--- config.mk ---
export PLATFORM = sky130hd
export DESIGN_NAME = mpld_lane
export DESIGN_NICKNAME = d
export VERILOG_FILES = /design/src/design/mpld_pkg.sv /design/src/design/mpld_lane.sv
export SDC_FILE = /design/constraint.sdc
export NUM_CORES = 1
export LEC_CHECK = 0
export ABC_AREA = 1
export BUFFER_PORTS_ARGS = -buffer_cell sky130_fd_sc_hd__buf_4
export CAP_MARGIN = 0
export CORE_MARGIN = 3
export CORE_UTILIZATION = 45
export DETAILED_ROUTE_END_ITERATION = 8
export SYNTH_ARGS = -nofsm -noshare
export SYNTH_HDL_FRONTEND = slang
export SYNTH_SLANG_ARGS = --single-unit
export TNS_END_PERCENT = 5
--- constraint.sdc ---
create_clock -name clk -period 13.3 [get_ports clk]
set_input_delay 2.66 -clock clk [delete_from_list [all_inputs] [get_ports clk]]
set_output_delay 2.66 -clock clk [all_outputs]
set_load 0.005 [all_outputs]
--- src/design/mpld_pkg.sv ---
// Package for the multi-pin lockout debouncer: widths, pin count,
// register index codes and the load bundle to the merge stage. No dependencies.
`timescale 1ns / 1ps
`default_nettype none

package mpld_pkg;

	localparam int NUM_PINS = 30;
	localparam int IDX_W    = 5;
	localparam int TIME_W   = 64;
	localparam int DEB_W    = 32;
	localparam int CFG_W    = 32;

	typedef logic [NUM_PINS-1:0] pin_mask_t;

	typedef enum logic [1:0] {
		REG_DEBOUNCE_TIME     = 2'd0,
		REG_VALID_PINS        = 2'd1,
		REG_REQUESTED_INPUTS  = 2'd2,
		REG_REQUESTED_OUTPUTS = 2'd3
	} reg_index_t;

	typedef struct packed {
		logic      load;
		pin_mask_t hits;
		pin_mask_t levels;
	} merge_load_t;

endpackage

`default_nettype wire

--- src/design/mpld_lane.sv ---
// One pin lane: holds the pin's last accepted change time and tests the lockout.
// Depends on mpld_pkg.
`timescale 1ns / 1ps
`default_nettype none

module mpld_lane (
	input  wire logic                       clk,
	input  wire logic                       arst_n,
	input  wire logic                       eval,
	input  wire logic                       diff,
	input  wire logic [mpld_pkg::TIME_W-1:0] now,
	input  wire logic [mpld_pkg::DEB_W-1:0]  debounce,
	output      logic                       hit
);
	import mpld_pkg::*;

	logic [TIME_W-1:0] last_q;
	logic [TIME_W:0]   deadline;

	// exact sum, no wrap
	assign deadline = {1'b0, last_q} + (TIME_W+1)'(debounce);
	assign hit      = diff && (deadline <= {1'b0, now});

	always_ff @(posedge clk or negedge arst_n) begin
		if (!arst_n) begin
			last_q <= '0;
		end else if (eval && hit) begin
			last_q <= now;
		end
	end

endmodule

`default_nettype wire

==> flow_summary_export.csv <==
group,metric,value,unit
power_and_ir_drop,p_per_area,215.6,nW/um2
cts,cts_buffers,9,
worst_setup_path,cp.required,10640,ps
cts,clockBufferDepth,2,
cts,cts_resized,0,
layout,drive_gt1_share,10.51,%
yosys,ys.flop_type,"dfrtp_1",
global_routing,grt_overflow,0,
yosys,synth_area_leaders,"dfrtp_1, nand2_1, ha_1",
worst_setup_path,arrival,7160,ps
sta,slew_headroom,31.21,%
layout,top_register,"last_q",
cts,postCtsSetupRepairBufs,0,
layout,nFillCells,1727,
global_routing,use_met1,38.47,%
outcome,status,"completed",
floorplan,die_area,18380,um2
global_routing,grt_pass1_wl,39140,um
global_routing,use_met3,4.643,%
cts,clock_sink_count,64,
yosys,synth_cell_type_count,41,
yosys,async_flop_share,100.0,%
worst_setup_path,critPathLaunchType,"input port",
worst_setup_path,critPathTopFamily,"compound AO/OA/AOI/OAI gates",
place,io_buffers,100,
layout,multi_input_area,4996,um2
sta,worst_pin_slew,1022,ps
cts,clkTransAtPathRegs,60,ps
routing,first_pass_iters,5,
yosys,ys_ff_latch,64,
place,dpl.hpwl,19490,um
global_routing,grt_pass1_vias,7480,
layout,stdcell_area,8576,um2
yosys,synth_edf_count,0,
place,place_congestion,0.9750,
worst_setup_path,worst-r2r-setup-slack,7790,ps
power_and_ir_drop,peakVddDrop,0.00009840,V
power_and_ir_drop,clkPwrFrac,12.6,%
job,max-cap-violations,0,
cts,cts_max_level,3,
routing,vias,7657,
sta,rsz0062_at_grt,"no",
cts,clk_latency,350,ps
cts,cts-hold-fix-buffers,0,
global_routing,gr-max-usage-layer,"met2",
layout,nNetsFinal,1411,
sta,fin_skew,10.31,ps
global_routing,met2_usage,42.45,%
floorplan,die_h,135.6,um
place,placed_area,8302,um2
routing,drt_iter0_markers,482,
layout,fin_cells,1434,
floorplan,io_pins,101,
worst_setup_path,crit_type,"input port to output pin",
power_and_ir_drop,switching_share,53.13,%
min_path,hp-class,"flop to flop",
layout,antennaDiodeCount,0,
worst_setup_path,cp_max_fo,5,
routing,wirelength,24450,um
worst_setup_path,crit_buf_inv,4,
place,placed_cells_incl_taps,1419,
floorplan,initial_core_util,46.72,%
yosys,seq_area_frac_synth,21.20,%
layout,area_growth,13.50,%
sta,max_freq,101.8,MHz
sta,finalHoldViolations,0,
routing,wl_per_cell,17.05,um
layout,seq_area,1602,um2
routing,ant_nets,0,
yosys,synth_top_area_share,21.20,%
sta,period_share,73.86,%
yosys,synth_top_area_cell,"dfrtp_1",
power_and_ir_drop,p_sw,982.3,uW
yosys,netlist_area,7556,um2
global_routing,grt_util_all_layers,27.04,%
yosys,avgSynthCellArea,6.699,um2
sta,setup_viol,0,
floorplan,fp-row-count,46,
layout,largest_reg_flops,64,
cts,cts_tree,"built",
sta,finalSetupTns,0,ps
cts,cts-root-buf,"clkbuf_16",
layout,top_regs,"last_q: 64 flops",
floorplan,core,16170,um2
yosys,syn_nets,1325,
routing,remaining_drc_errors,0,
worst_setup_path,endpoint_kind,"output pin",
sta,whs,475.2,ps
global_routing,grt_max_degree,65,
worst_setup_path,crit_path_top_delay_cell,"fa_1",
yosys,syn_inst,1128,
yosys,yosys_warnings,0,
routing,viasPerCell,5.340,
worst_setup_path,slowest_delay,430,ps
global_routing,antenna_found_initial,0,
power_and_ir_drop,power_frac_seq,20.4,%
sta,period_minus_slack,9823,ps
power_and_ir_drop,power.internal,866.6,uW
power_and_ir_drop,p_comb_share,67.0,%
power_and_ir_drop,p_leak,0.004649,uW
sta,drv_slew,0,
power_and_ir_drop,p_total,1849,uW
floorplan,fp.dieW,135.6,um
[power by group through the flow]
| stage | Combinational, uW | Sequential, uW | Clock, uW |
|---|---|---|---|
| after floorplan | 949 | 348 | 0 |
| after global placement | 1220 | 380 | 0 |
| after CTS | 1240 | 378 | 237 |
| final | 1240 | 377 | 233 |
| after global routing | 1410 | 390 | 242 |
| after detailed placement | 1230 | 380 | 0 |
[cells by family (layout without fill, tap and decap cells)]
| logic type | Yosys count | count (layout) | share of synthesized area (%) |
|---|---|---|---|
| AND/OR/NAND/NOR | 566 | 566 | 32.90 |
| adder cells (fa/ha/maj) | 97 | 97 | 16.16 |
| XOR/XNOR | 62 | 62 | 7.187 |
| buffers and inverters | 204 | 294 | 12.68 |
| flip-flops | 64 | 64 | 21.20 |
| AO/OA/AOI/OAI | 135 | 135 | 9.869 |
[per-stage QoR]
stage,setup slack [ps],util (%)
6_report,3477,53.02
5_1_grt,3045,53.02
4_1_cts,3508,53.02
3_5_place_dp,3524,51.33
3_3_place_gp,3623,51.33
2_1_floorplan,4778,-
[routing by layer]
metal,up-vias,wire (um)
met3,30,1282
li1,3877,-
met4,0,421
met2,190,10890
met1,3560,11850
met5,-,0
[worst reg2reg max path, delay by kind of cell (launching register included)]
kind	cells	cell delay [ps]
and+or+nand+nor	14	2310
AOI/OAI and AO/OA	7	1370
adders and majority gates	3	1010
DFF	1	380
buffers and inverters	2	200
xor gates and xnor gates	1	140
[cell type report]
cell class              count  share of cell area (%)
multi-input cells         860                   58.26
flip-flops and latches     64                   18.68
repair buffers            103                   9.017
inverters                 176                   7.704
well taps                 216                   3.151
clock buffers              12                   2.991
clock inverters             3                  0.2043
[synthesized netlist by cell type (all sizes together) (11+ instances only)]
cell	n
nand4	76
ha	96
nor2	91
xnor2	22
a31oi	11
nand3	32
inv	176
nor4	16
xor2	40
dfrtp	64
a21oi	70
nor3	18
o21ai	35
buf	24
nand2	325
[layout by cell type (no fill, tap or decap), types with 2 or more instances in the layout]
| cell type | n |
|---|---|
| a31oi_1 | 11 |
| xnor2_1 | 22 |
| xor2_1 | 40 |
| o211ai_1 | 4 |
| nor2_1 | 91 |
| nand3_1 | 31 |
| inv_1 | 176 |
| o21ai_0 | 33 |
| clkbuf_8 | 2 |
| nor3_1 | 17 |
| o21bai_1 | 3 |
| clkbuf_16 | 9 |
| dfrtp_1 | 64 |
| ha_1 | 96 |
| clkinv_2 | 2 |
| o21a_1 | 4 |
| a21boi_0 | 2 |
| nand2_2 | 3 |
| nor4_1 | 16 |
| nand2_1 | 321 |
| and3_1 | 3 |
| nand4_1 | 75 |
| a21oi_1 | 69 |
| buf_4 | 103 |
| a21o_1 | 5 |
[worst paths after layout]
check / cells past startpoint / end / from
max in group asynchronous: 1 / last_q[54] / arst_n
min reg2reg: 2 / last_q[13] / last_q[13]
min in group asynchronous: 1 / last_q[22] / arst_n
min: 2 / last_q[13] / last_q[13]
max: 26 / hit / debounce[0]
max reg2reg: 27 / last_q[32] / last_q[0]
(Power assumes the default switching activity.)
