File: src/design/mpld_pkg.sv
// Package for the multi-pin lockout debouncer: widths, pin count,
// register index codes and the load bundle to the merge stage. No dependencies.
`timescale 1ns / 1ps
`default_nettype none

package mpld_pkg;

	localparam int NUM_PINS = 30;
	localparam int IDX_W    = 5;
	localparam int TIME_W   = 64;
	localparam int DEB_W    = 32;
	localparam int CFG_W    = 32;

	typedef logic [NUM_PINS-1:0] pin_mask_t;

	typedef enum logic [1:0] {
		REG_DEBOUNCE_TIME     = 2'd0,
		REG_VALID_PINS        = 2'd1,
		REG_REQUESTED_INPUTS  = 2'd2,
		REG_REQUESTED_OUTPUTS = 2'd3
	} reg_index_t;

	typedef struct packed {
		logic      load;
		pin_mask_t hits;
		pin_mask_t levels;
	} merge_load_t;

endpackage

`default_nettype wire

File: src/design/mpld_if.sv
// Valid/ready channel interfaces for the sample input and the change output.
// Depends on mpld_pkg for field widths.
`timescale 1ns / 1ps
`default_nettype none


interface mpld_change_if;
	import mpld_pkg::*;
	logic             valid;
	logic             ready;
	logic [IDX_W-1:0] pin_index;
	logic             pressed;
	logic             last_of_run;

	modport source (output valid, output pin_index, output pressed, output last_of_run,
		input ready);
	modport sink (input valid, input pin_index, input pressed, input last_of_run,
		output ready);
endinterface

`default_nettype wire

File: src/design/mpld_merge.sv
// Merge stage: walks lane hits in ascending pin order through an output register,
// one transfer per cycle while it is not held. Depends on mpld_pkg and mpld_if.
`timescale 1ns / 1ps
`default_nettype none

module mpld_merge (
	input  wire logic                  clk,
	input  wire logic                  arst_n,
	input  wire mpld_pkg::merge_load_t ld,
	output      logic                  busy,
	mpld_change_if.source              changes
);
	import mpld_pkg::*;

	pin_mask_t        pending_q;
	pin_mask_t        levels_q;
	logic             valid_q;
	logic [IDX_W-1:0] index_q;
	logic             pressed_q;
	logic             last_q;

	pin_mask_t        lowest;
	pin_mask_t        rest;
	logic [IDX_W-1:0] lowest_idx;
	logic             advance;

	assign lowest  = pending_q & (~pending_q + pin_mask_t'(1));
	assign rest    = pending_q & ~lowest;
	assign advance = (pending_q != '0) && (!valid_q || changes.ready);
	assign busy    = (pending_q != '0);

	always_comb begin
		lowest_idx = '0;
		for (int i = NUM_PINS - 1; i >= 0; i--) begin
			if (pending_q[i]) begin
				lowest_idx = IDX_W'(i);
			end
		end
	end

	always_ff @(posedge clk or negedge arst_n) begin
		if (!arst_n) begin
			pending_q <= '0;
			valid_q   <= 1'b0;
		end else begin
			if (ld.load) begin
				pending_q <= ld.hits;
			end else if (advance) begin
				pending_q <= rest;
			end
			if (advance) begin
				valid_q <= 1'b1;
			end else if (changes.ready) begin
				valid_q <= 1'b0;
			end
		end
	end

	always_ff @(posedge clk) begin
		if (ld.load) begin
			levels_q <= ld.levels;
		end
		if (advance) begin
			index_q   <= lowest_idx;
			pressed_q <= ((levels_q & lowest) == '0);
			last_q    <= (rest == '0);
		end
	end

	assign changes.valid       = valid_q;
	assign changes.pin_index   = index_q;
	assign changes.pressed     = pressed_q;
	assign changes.last_of_run = last_q;

endmodule

`default_nettype wire

File: src/flat_wrapper.sv
// flat-port wrapper written by rule: the top's interface ports become plain ports
module mpld_merge_flat import mpld_pkg::*;
  (clk, arst_n, ld, busy, changes_valid, changes_pin_index, changes_pressed, changes_last_of_run, changes_ready);
  mpld_change_if changes_i ();
  input  wire logic clk;
  input  wire logic arst_n;
  input  wire mpld_pkg::merge_load_t ld;
  output      logic busy;
  output wire logic [$bits(changes_i.valid)-1:0] changes_valid;
  output wire logic [$bits(changes_i.pin_index)-1:0] changes_pin_index;
  output wire logic [$bits(changes_i.pressed)-1:0] changes_pressed;
  output wire logic [$bits(changes_i.last_of_run)-1:0] changes_last_of_run;
  input wire logic [$bits(changes_i.ready)-1:0] changes_ready;
  assign changes_valid = changes_i.valid;
  assign changes_pin_index = changes_i.pin_index;
  assign changes_pressed = changes_i.pressed;
  assign changes_last_of_run = changes_i.last_of_run;
  assign changes_i.ready = changes_ready;
  mpld_merge u_core (.clk(clk), .arst_n(arst_n), .ld(ld), .busy(busy), .changes(changes_i));
endmodule
File: config.mk
export PLATFORM = sky130hd
export DESIGN_NAME = mpld_merge_flat
export DESIGN_NICKNAME = d
export VERILOG_FILES = /design/src/design/mpld_pkg.sv /design/src/design/mpld_if.sv /design/src/design/mpld_merge.sv /design/src/flat_wrapper.sv
export SDC_FILE = /design/constraint.sdc
export NUM_CORES = 1
export LEC_CHECK = 0
export ABC_AREA = 1
export BUFFER_PORTS_ARGS = -buffer_cell sky130_fd_sc_hd__buf_4
export CORE_UTILIZATION = 45
export DETAILED_ROUTE_END_ITERATION = 10
export PLACE_DENSITY = 0.68
export SLEW_MARGIN = 20
export SYNTH_ARGS = -nofsm -noshare
export SYNTH_HDL_FRONTEND = slang
export SYNTH_SLANG_ARGS = --single-unit
File: constraint.sdc
create_clock -name clk -period 7.52 [get_ports clk]
set_clock_uncertainty 0.1 [all_clocks]
set_input_delay 0.376 -clock clk [delete_from_list [all_inputs] [get_ports clk]]
set_output_delay 0.376 -clock clk [all_outputs]
set_load 0.02 [all_outputs]
==> results of run 1 <==
## logic make-up after synthesis
| group | count (synthesis) | synth area share (%) |
|---|---|---|
| AO/OA/AOI/OAI | 50 | 11.16 |
| buffers and inverters | 69 | 7.656 |
| flip-flops | 68 | 54.98 |
| AND/OR/NAND/NOR | 198 | 26.21 |
## layout by cell type, fill, tap and decap left out, types with 7 or more instances in the layout
cell type / instances
edfxtp_1: 37
buf_4: 72
nand3_1: 21
inv_2: 8
inv_1: 52
dfrtp_1: 31
nor2_1: 50
a21oi_1: 7
nand4_1: 9
o221ai_1: 23
clkbuf_8: 9
nand2_1: 102
## per-stage QoR
stage                      power, W  setup slack, ns  area, sq um  hold WS, ns
after floorplan           0.0005516            4.979         3432     -0.01959
final                     0.0008585            4.161         4228      0.09354
after CTS                 0.0008637            4.185         4228      0.08541
after detailed placement  0.0006179            4.208         4068       0.2467
after global routing      0.0009042            3.817         4228      0.07928
after global placement    0.0006147            4.435         4068       0.2412
## flip-flops by register name (all words and copies together), names as in the netlist
| signal | cells |
|---|---|
| u_core.changes.last_of_run | 1 |
| u_core.changes.pin_index | 5 |
| u_core.changes.pressed | 1 |
| u_core.changes.valid | 1 |
| u_core.levels_q | 30 |
| u_core.pending_q | 30 |
## final cells by class
cell class,count,area (sq um)
Fill cell,663,3103
Sequential cell,68,1887
Multi-Input combinational cell,248,1282
Timing Repair Buffer,73,550.5
Inverter,62,234.0
Clock buffer,12,135.1
Tap cell,99,123.9
Clock inverter,3,15.01
## power by group
group	internal [W]	switching [W]
logic	0.0000615	0.0000929
clock network	0.000116	0.000131
registers	0.000432	0.0000253
total	0.000610	0.000249
## routing by layer
| metal | share of wire (%) | GRT usage (%) | up-vias |
|---|---|---|---|
| li1 | - | - | 1460 |
| met3 | 6.4 | 6.187 | 12 |
| met5 | 0 | 0 | - |
| met1 | 45 | 29.57 | 1359 |
| met2 | 48 | 38.51 | 99 |
| met4 | 1.4 | 7.504 | 0 |
## what timing repair did
| item | CTS | global route |
|---|---|---|
| endpoints found under the hold margin | 31 | 0 |
| endpoints found under the setup margin | 0 | 0 |
| hold buffers | 1 | 0 |
## final timing paths
| check | to | from | slack [ns] | cells after the start |
|---|---|---|---|---|
| setup reg to reg | u_core.pending_q[22] | u_core.pending_q[0] | 4.16 | 16 |
| setup / recovery | u_core.pending_q[22] | u_core.pending_q[0] | 4.16 | 16 |
| hold / removal | u_core.levels_q[12] | ld[12] | 0.09 | 1 |
| min in group asynchronous | u_core.pending_q[18] | arst_n | 0.39 | 2 |
| max in group asynchronous | u_core.changes.valid | arst_n | 6.61 | 2 |
| hold reg to reg | u_core.changes.valid | u_core.changes.valid | 0.41 | 2 |
==> metrics, run 1 <==
Vert. Die Dim 89.33 um; Cells after DPL 549; Max Root-Sink Buffers 2; leading area contributor after synthesis edfxtp_1; Gate Count Post-Synth 385; via count of the first global-routing pass 2,908; number of synthesized flops with an enable pin 37; via-per-instance ratio 5.186; Fin. Hold Viols 0; Crit Path Category reg2reg; clk root buf clkbuf_8; post-synth top area share 32.37%; final setup violation count 0; Final Max Tran Viols 0; synth top area cells edfxtp_1, dfrtp_1, nand2_1, o221ai_1, inv_1; synthesized flop and latch total 68; num rows 31; core area 0.007331 sq mm; setup TNS 0 ns; synthesized area per cell 8.914 sq um; DRC viols 0; CTS tree built; CP Launch Type register; count leader, synth nand2_1; most frequent cells after synthesis nand2_1, inv_1, nor2_1, edfxtp_1, dfrtp_1; Lkg Pwr 1.973 nW; distinct cell type count of the synthesized netlist 28; post-DP HPWL 5913 um; clock latency on the worst-skew pair 0.36 ns; most used cell, CP inv_2; status completed; die area 0.007980 sq mm; crit-path leading delay family simple AND/OR/NAND/NOR gates; prevailing post-synth register cell edfxtp_1; Worst EP arrival 3.44 ns; initial core utilization 46.82%; nets 526; Pre-antenna DRT Iters 5; final wirelength 8077 um; initial antenna violation count 0; Final min period 3.359 ns; grt ovf 0; critical path fanouts, max 21; clk slew on worst S/H paths 0.07 ns; Post-synth ARST share 45.59%; Post-CTS Setup Inserts 0; Buf+Inv Stages, Crit Path 6; clock sinks 68; RSZ-0062 raised after global routing no; Routed wire per std cell 14.30 um; DIE WIDTH 89.33 um; Routed Antenna Nets 0; IO Port Bufs 72; VDD IR-drop max 0.1203 mV; sequential fraction of the synthesis area 54.98%; Post-Syn Area 0.003432 sq mm; Net Count, Synth 449; final non-filler cell total 565; worst relative slew slack 46.09%; post-layout util 57.67%; synth warn 0; Vias 2,930; Resized cells post-CTS 0; Iter 0 DRT Violations 153; Slew @ Worst Pin 0.8066 ns; Final period util 44.67%; Tot GR Track Use 23.20%; Placer Congestion 0.9302; share of cells above drive strength 1 22.53%; Syn-to-layout area delta 23.19%; first-pass GRT wire length 13,500 um; Num CTS Buffers 9; slowest CP cell nand2_1; critical-path cell list nor2_2 > inv_2 > nor2_4 > inv_2 > nor2_4 > inv_2 > nor2_8 > inv_2 > nor2_8 > inv_2 > nor2_4 > nand2_1 > nand2_1 > inv_1 > nand2_1 > o221ai_1; Top-Level Pins 73; largest net degree at the start of global routing 62; Worst Hold Class in2reg; crit-path max cell delay 0.67 ns; Ant. Diodes 0; max-cap viol count 0; Pwr Density 203.1 mW/mm^2; Worst setup EP type register; H-tree level count 3; FMAX 0.2977 GHz; CP required 7.60 ns
Note: power is estimated with default switching activity, not from simulation.
==> run 2, diff against run 1 <==
Settings changed: PLACE_DENSITY 0.68 to 0.7.
Clock period 7.52 ns to 2.96 ns, I/O delays scaled along.
==> metrics, run 2 (synthesized netlist as in run 1, its figures left out) <==
worst setup margin 0.2360 ns (-3.925 ns); met1 Track Usage GR 26.90% (-2.7 points); Worst EP arrival 2.80 ns (-0.64 ns); commonest non-fill, non-tap cells in the layout nand2_1, buf_4, dlygate4sd3_1; Placed Area 0.004120 sq mm (+1.3%); setup TNS 0 ns (unchanged); H-tree level count 3 (unchanged); DIE WIDTH 89.33 um (unchanged); routing usage on met2 44.14% (+5.6 points); # fillers 596 (-10%); share of cells above drive strength 1 21.31% (-1.2 points); clk root buf clkbuf_8; Sequential Area 0.001888 sq mm (about the same); status completed; Worst setup EP type register; post-DP HPWL 6080 um (+2.8%); Tot GR Track Use 24.02% (+0.82 points); clock latency on the worst-skew pair 0.35 ns (about the same); combinational fraction of design power 19.5% (+1.5 points); via-per-instance ratio 5.044 (-2.7%); critical path fanouts, max 6 (-71%); FMAX 0.3671 GHz (+23%); Pwr Density 487.6 mW/mm^2 (+140%); worst r2r src u_core.pending_q[0]; final setup violation count 0 (unchanged); max-cap viol count 0 (unchanged); CP Launch Type register; Routed wire per std cell 13.84 um (-3.2%); Final min period 2.724 ns (-0.6350 ns); Top-Level Pins 73 (unchanged); die area 0.007980 sq mm (unchanged); crit-path leading delay family simple AND/OR/NAND/NOR gates; r2r setup slk 0.24 ns (-3.93 ns); Switching Share 27.41% (-1.6 points); grt ovf 0 (unchanged); final wirelength 8776 um (+8.7%); Pint 0.001748 W (+190%); via count of the first global-routing pass 3,196 (+9.9%); crit-path max cell delay 0.45 ns (-0.22 ns); Max Root-Sink Buffers 2 (unchanged); Routed Antenna Nets 0 (unchanged); CP Depth 17 (+1); Iter 0 DRT Violations 163 (+6.5%); Final period util 92.03% (+47 points); grt peak-use layer met2; critical-path cell list nor2_2 > inv_2 > nor2_4 > inv_2 > nor2_4 > inv_2 > nor2_8 > inv_2 > nor2_8 > inv_2 > nor2_4 > inv_2 > nor2_1 > inv_1 > o21ai_0 > nand4_2 > nor4_2; initial antenna violation count 0 (unchanged); first-pass GRT wire length 14,090 um (+4.4%); Syn-to-layout area delta 43.93%; largest net degree at the start of global routing 61 (-1.6%); Pre-antenna DRT Iters 4 (-1); RSZ-0062 raised after global routing no; DP Worst Slack 0.2836 ns (-3.925 ns); cell area after layout 0.004940 sq mm (+17%); Fin. Hold Viols 0 (unchanged); nets 594 (+13%); Post-CTS Setup Inserts 0 (unchanged); Worst Hold Class in2async; num rows 31 (unchanged); Vert. Die Dim 89.33 um (unchanged); clock sinks 68 (unchanged); initial core utilization 46.82% (unchanged); Crit Path Category reg2reg; RR Endpoint u_core.changes.last_of_run; most used cell, CP inv_2; DRC viols 0 (unchanged); Placer Congestion 0.9180 (-1.3%); CP required 3.04 ns (-4.56 ns); IO Port Bufs 72 (unchanged); CTS tree built; VDD IR-drop max 0.4608 mV (+280%); Slew @ Worst Pin 0.6501 ns (-0.1565 ns); Final Max Tran Viols 0 (unchanged); Cells after DPL 556 (+1.3%); clock power share 32.3% (+3.5 points); reg2reg path depth 17 (+1); part of the power in registers 48.2% (-5.0 points); clk slew on worst S/H paths 0.07 ns (about the same); worst relative slew slack 56.66% (+11 points); final non-filler cell total 634 (+12%); met3 usage 6.925% (+0.74 points); Switch Pwr 0.0006601 W (+170%); multi-input logic area 0.001282 sq mm (unchanged); commonest non-fill, non-tap cell in the layout nand2_1; Buf+Inv Stages, Crit Path 7 (+1); Num CTS Buffers 9 (unchanged); slowest CP cell dfrtp_2; Vias 3,198 (+9.1%); core area 0.007331 sq mm (unchanged); Lkg Pwr 2.279 nW (+16%); Design Power 0.002408 W (+180%); Ant. Diodes 0 (unchanged)
==> run 2: changes by cell type in the layout (fill, tap and decap cells not counted), sizes merged <==
cell	change
dlygate4sd3	+61
clkbuf	+2
clkinv	-2
bufinv	+1
buf	+7
==> run 2: per-stage QoR <==
step	hold WS, ns	utilization [%]
after floorplan	-0.2476	-
after global placement	0.01538	56.20
after detailed placement	0.01841	56.20
after CTS	0.1902	67.37
after global routing	0.2309	67.38
final	0.1628	67.38
==> run 2: power groups by stage <==
stage               Clock [W]  Combinational, W  Sequential (W)
global placement            0          0.000396         0.00118
finish               0.000777          0.000471         0.00116
floorplan                   0          0.000225         0.00118
global route         0.000822          0.000526         0.00117
detailed placement          0          0.000403         0.00118
CTS                  0.000789          0.000470         0.00116
==> run 2: final cells by class <==
type,count,share of cell area [%]
sequential,68,38.22
multi-input combinational,248,25.96
timing repair buffer,141,24.57
inverter,62,4.737
clock buffer,14,3.293
tap,99,2.508
clock inverter,2,0.7092
==> run 2: worst max path at each step <==
stage                              from                    endpoint  slack (ns)
floorplan           u_core.pending_q[0]        u_core.pending_q[28]        0.42
global route        u_core.pending_q[0]  u_core.changes.last_of_run        0.01
detailed placement  u_core.pending_q[0]  u_core.changes.last_of_run        0.28
global placement    u_core.pending_q[0]  u_core.changes.last_of_run        0.38
finish              u_core.pending_q[0]  u_core.changes.last_of_run        0.24
CTS                 u_core.pending_q[0]  u_core.changes.last_of_run        0.25
==> run 2: layer usage <==
metal | share of wire, % | vias up
met1 | 41 | 1482
met2 | 52 | 103
li1 | - | 1596
met4 | 1.8 | 0
met5 | 0 | -
met3 | 4.9 | 17
==> run 2: worst register-to-register path, cell delays in order (launching register included) <==
cell and delay (ns):
dfrtp_2 0.45, nor2_2 0.12, inv_2 0.07, nor2_4 0.11, inv_2 0.06, nor2_4 0.12
inv_2 0.09, nor2_8 0.11, inv_2 0.08, nor2_8 0.10, inv_2 0.07, nor2_4 0.09
inv_2 0.07, nor2_1 0.14, inv_1 0.10, o21ai_0 0.29, nand4_2 0.17, nor4_2 0.22
==> run 2: timing repair <==
action                                  4_1_cts  5_1_grt
resized for setup                             0        1
hold buffers                                 62        0
endpoints found under the hold margin        92        0
endpoints found under the setup margin        0        1
==> run 3, diff against run 2 <==
Settings changed: REMOVE_ABC_BUFFERS from default to 1.
==> metrics, run 3 (synthesized netlist as in run 1, its figures left out) <==
Tot GR Track Use 25.04% (+1.0 points); nets 607 (+2.2%); Num CTS Buffers 9 (unchanged); Lkg Pwr 2.338 nW (+2.6%); post-DP HPWL 6054 um (-0.43%); DRC viols 0 (unchanged); Final min period 2.846 ns (+0.1220 ns); Worst EP arrival 2.96 ns (+0.16 ns); grt ovf 0 (unchanged); Top-Level Pins 73 (unchanged); Ant. Diodes 0 (unchanged); CTS tree built; first-pass GRT wire length 14,660 um (+4.1%); die area 0.007980 sq mm (unchanged); FMAX 0.3514 GHz (-4.3%); Iter 0 DRT Violations 192 (+18%); share of cells above drive strength 1 22.99% (+1.7 points); Routed Antenna Nets 0 (unchanged); H-tree level count 3 (unchanged); max-cap viol count 0 (unchanged); status completed; Worst Setup SP u_core.pending_q[0]; initial core utilization 46.82% (unchanged); Buf+Inv Stages, Crit Path 8 (+1); Worst Hold Class in2async; setup TNS 0 ns (unchanged); Syn-to-layout area delta 46.63%; critical-path cell list nor2_4 > inv_2 > nor2_4 > inv_2 > nor2_4 > inv_4 > nor2_8 > inv_4 > nor2_8 > inv_4 > nor2_4 > buf_4 > nand2_1 > nand2_1 > inv_1 > nand2_1 > buf_12 > o221ai_1; Cells after DPL 555 (-0.18%); DIE WIDTH 89.33 um (unchanged); critical path fanouts, max 16 (+10); initial antenna violation count 0 (unchanged); Final period util 96.15% (+4.1 points); Final Max Tran Viols 0 (unchanged); Max Root-Sink Buffers 2 (unchanged); Design Power 0.002312 W (-4.0%); Vias 3,314 (+3.6%); crit-path leading delay family simple AND/OR/NAND/NOR gates; final non-filler cell total 647 (+2.1%); clock latency on the worst-skew pair 0.35 ns (about the same); worst r2r src u_core.pending_q[0]; Placer Congestion 0.9140 (-0.44%); clk slew on worst S/H paths 0.07 ns (about the same); Worst setup EP type register; IO Port Bufs 72 (unchanged); via-per-instance ratio 5.122 (+1.5%); crit-path max cell delay 0.45 ns (about the same); Pre-antenna DRT Iters 5 (+1); Vert. Die Dim 89.33 um (unchanged); CP required 3.07 ns (+0.03 ns); CP Launch Type register; largest net degree at the start of global routing 61 (unchanged); Fin. Hold Viols 0 (unchanged); Crit Path Category reg2reg; commonest non-fill, non-tap cell in the layout nand2_1; clock sinks 68 (unchanged); # fillers 581 (-2.5%); most used cell, CP nor2_4; final setup violation count 0 (unchanged); final wirelength 9219 um (+5.0%); commonest non-fill, non-tap cells in the layout nand2_1, buf_4, dlygate4sd3_1; num rows 31 (unchanged); Slew @ Worst Pin 0.6480 ns (-0.002081 ns); r2r setup slk 0.11 ns (-0.12 ns); worst relative slew slack 56.80% (+0.14 points); Routed wire per std cell 14.25 um (+2.9%); Pwr Density 459.4 mW/mm^2 (-5.8%); core area 0.007331 sq mm (unchanged); slowest CP cell dfrtp_2; via count of the first global-routing pass 3,176 (-0.63%); VDD IR-drop max 0.3065 mV (-33%); clk root buf clkbuf_8
[run 3: changes by cell type in the layout (fill, tap and decap cells not counted)]
cell	change
buf_12	+1
buf_4	+12
bufinv_16	-1
clkbuf_1	+1
clkbuf_8	-1
clkinv_2	+1
inv_2	-5
inv_4	+5
nor2_2	-1
nor2_4	+1
[run 3: final cells by class]
cell class,instances,area (sq um),share of cell area (%)
sequential,68,1888,37.52
timing repair buffer,154,1324,26.31
multi-input combinational,248,1287,25.58
inverter,62,246.5,4.898
clock buffer,14,152.6,3.033
tap,99,123.9,2.461
clock inverter,2,10.01,0.1989
[run 3: worst register-to-register path, delay by kind of cell, from the launching register on]
family / cells / cell delay, ns
compound gates: 1 / 0.14
buf+inv: 8 / 0.72
flops: 1 / 0.45
simple gates: 9 / 1.30
[run 3: per-stage QoR]
stage / hold slack (ns) / cell area, sq um / worst slack [ns] / util, %
finish: 0.1870 / 5032 / 0.1140 / 68.65
global route: 0.2229 / 5032 / -0.04131 / 68.65
CTS: 0.1893 / 4908 / 0.1733 / 66.96
detailed placement: 0.01757 / 4125 / 0.2020 / 56.27
global placement: 0.01636 / 4125 / 0.3264 / 56.27
floorplan: -0.2476 / 3403 / 0.2426 / -
[run 3: routing by layer]
layer  share of wire, %  up-vias  track usage [%]
met5                  0        -                0
met4                1.7        0            8.658
met3                6.1       19            6.094
met2                 49      132            41.92
met1                 43     1537            31.84
li1                   -     1626                -
[run 3: where the power goes]
group          internal [W]  switching, W  leakage [nW]
clock network      0.000326      0.000333        0.0844
registers           0.00110     0.0000667         0.743
logic              0.000228      0.000262          1.51
[run 3: final timing paths]
kind / cells after the start / endpoint
worst min-delay path: 2 / u_core.pending_q[10]
max in group asynchronous: 2 / u_core.pending_q[0]
worst min register to register: 2 / u_core.changes.valid
worst max-delay path: 18 / u_core.pending_q[23]
worst max register to register: 18 / u_core.pending_q[23]
min in group clk: 4 / u_core.pending_q[7]
[run 3: what timing repair did]
action,CTS,global route
gates resized for setup,0,7
hold buffers,62,0
buffers inserted,0,15
endpoints found under the hold margin,92,0
endpoints found under the setup margin,0,2
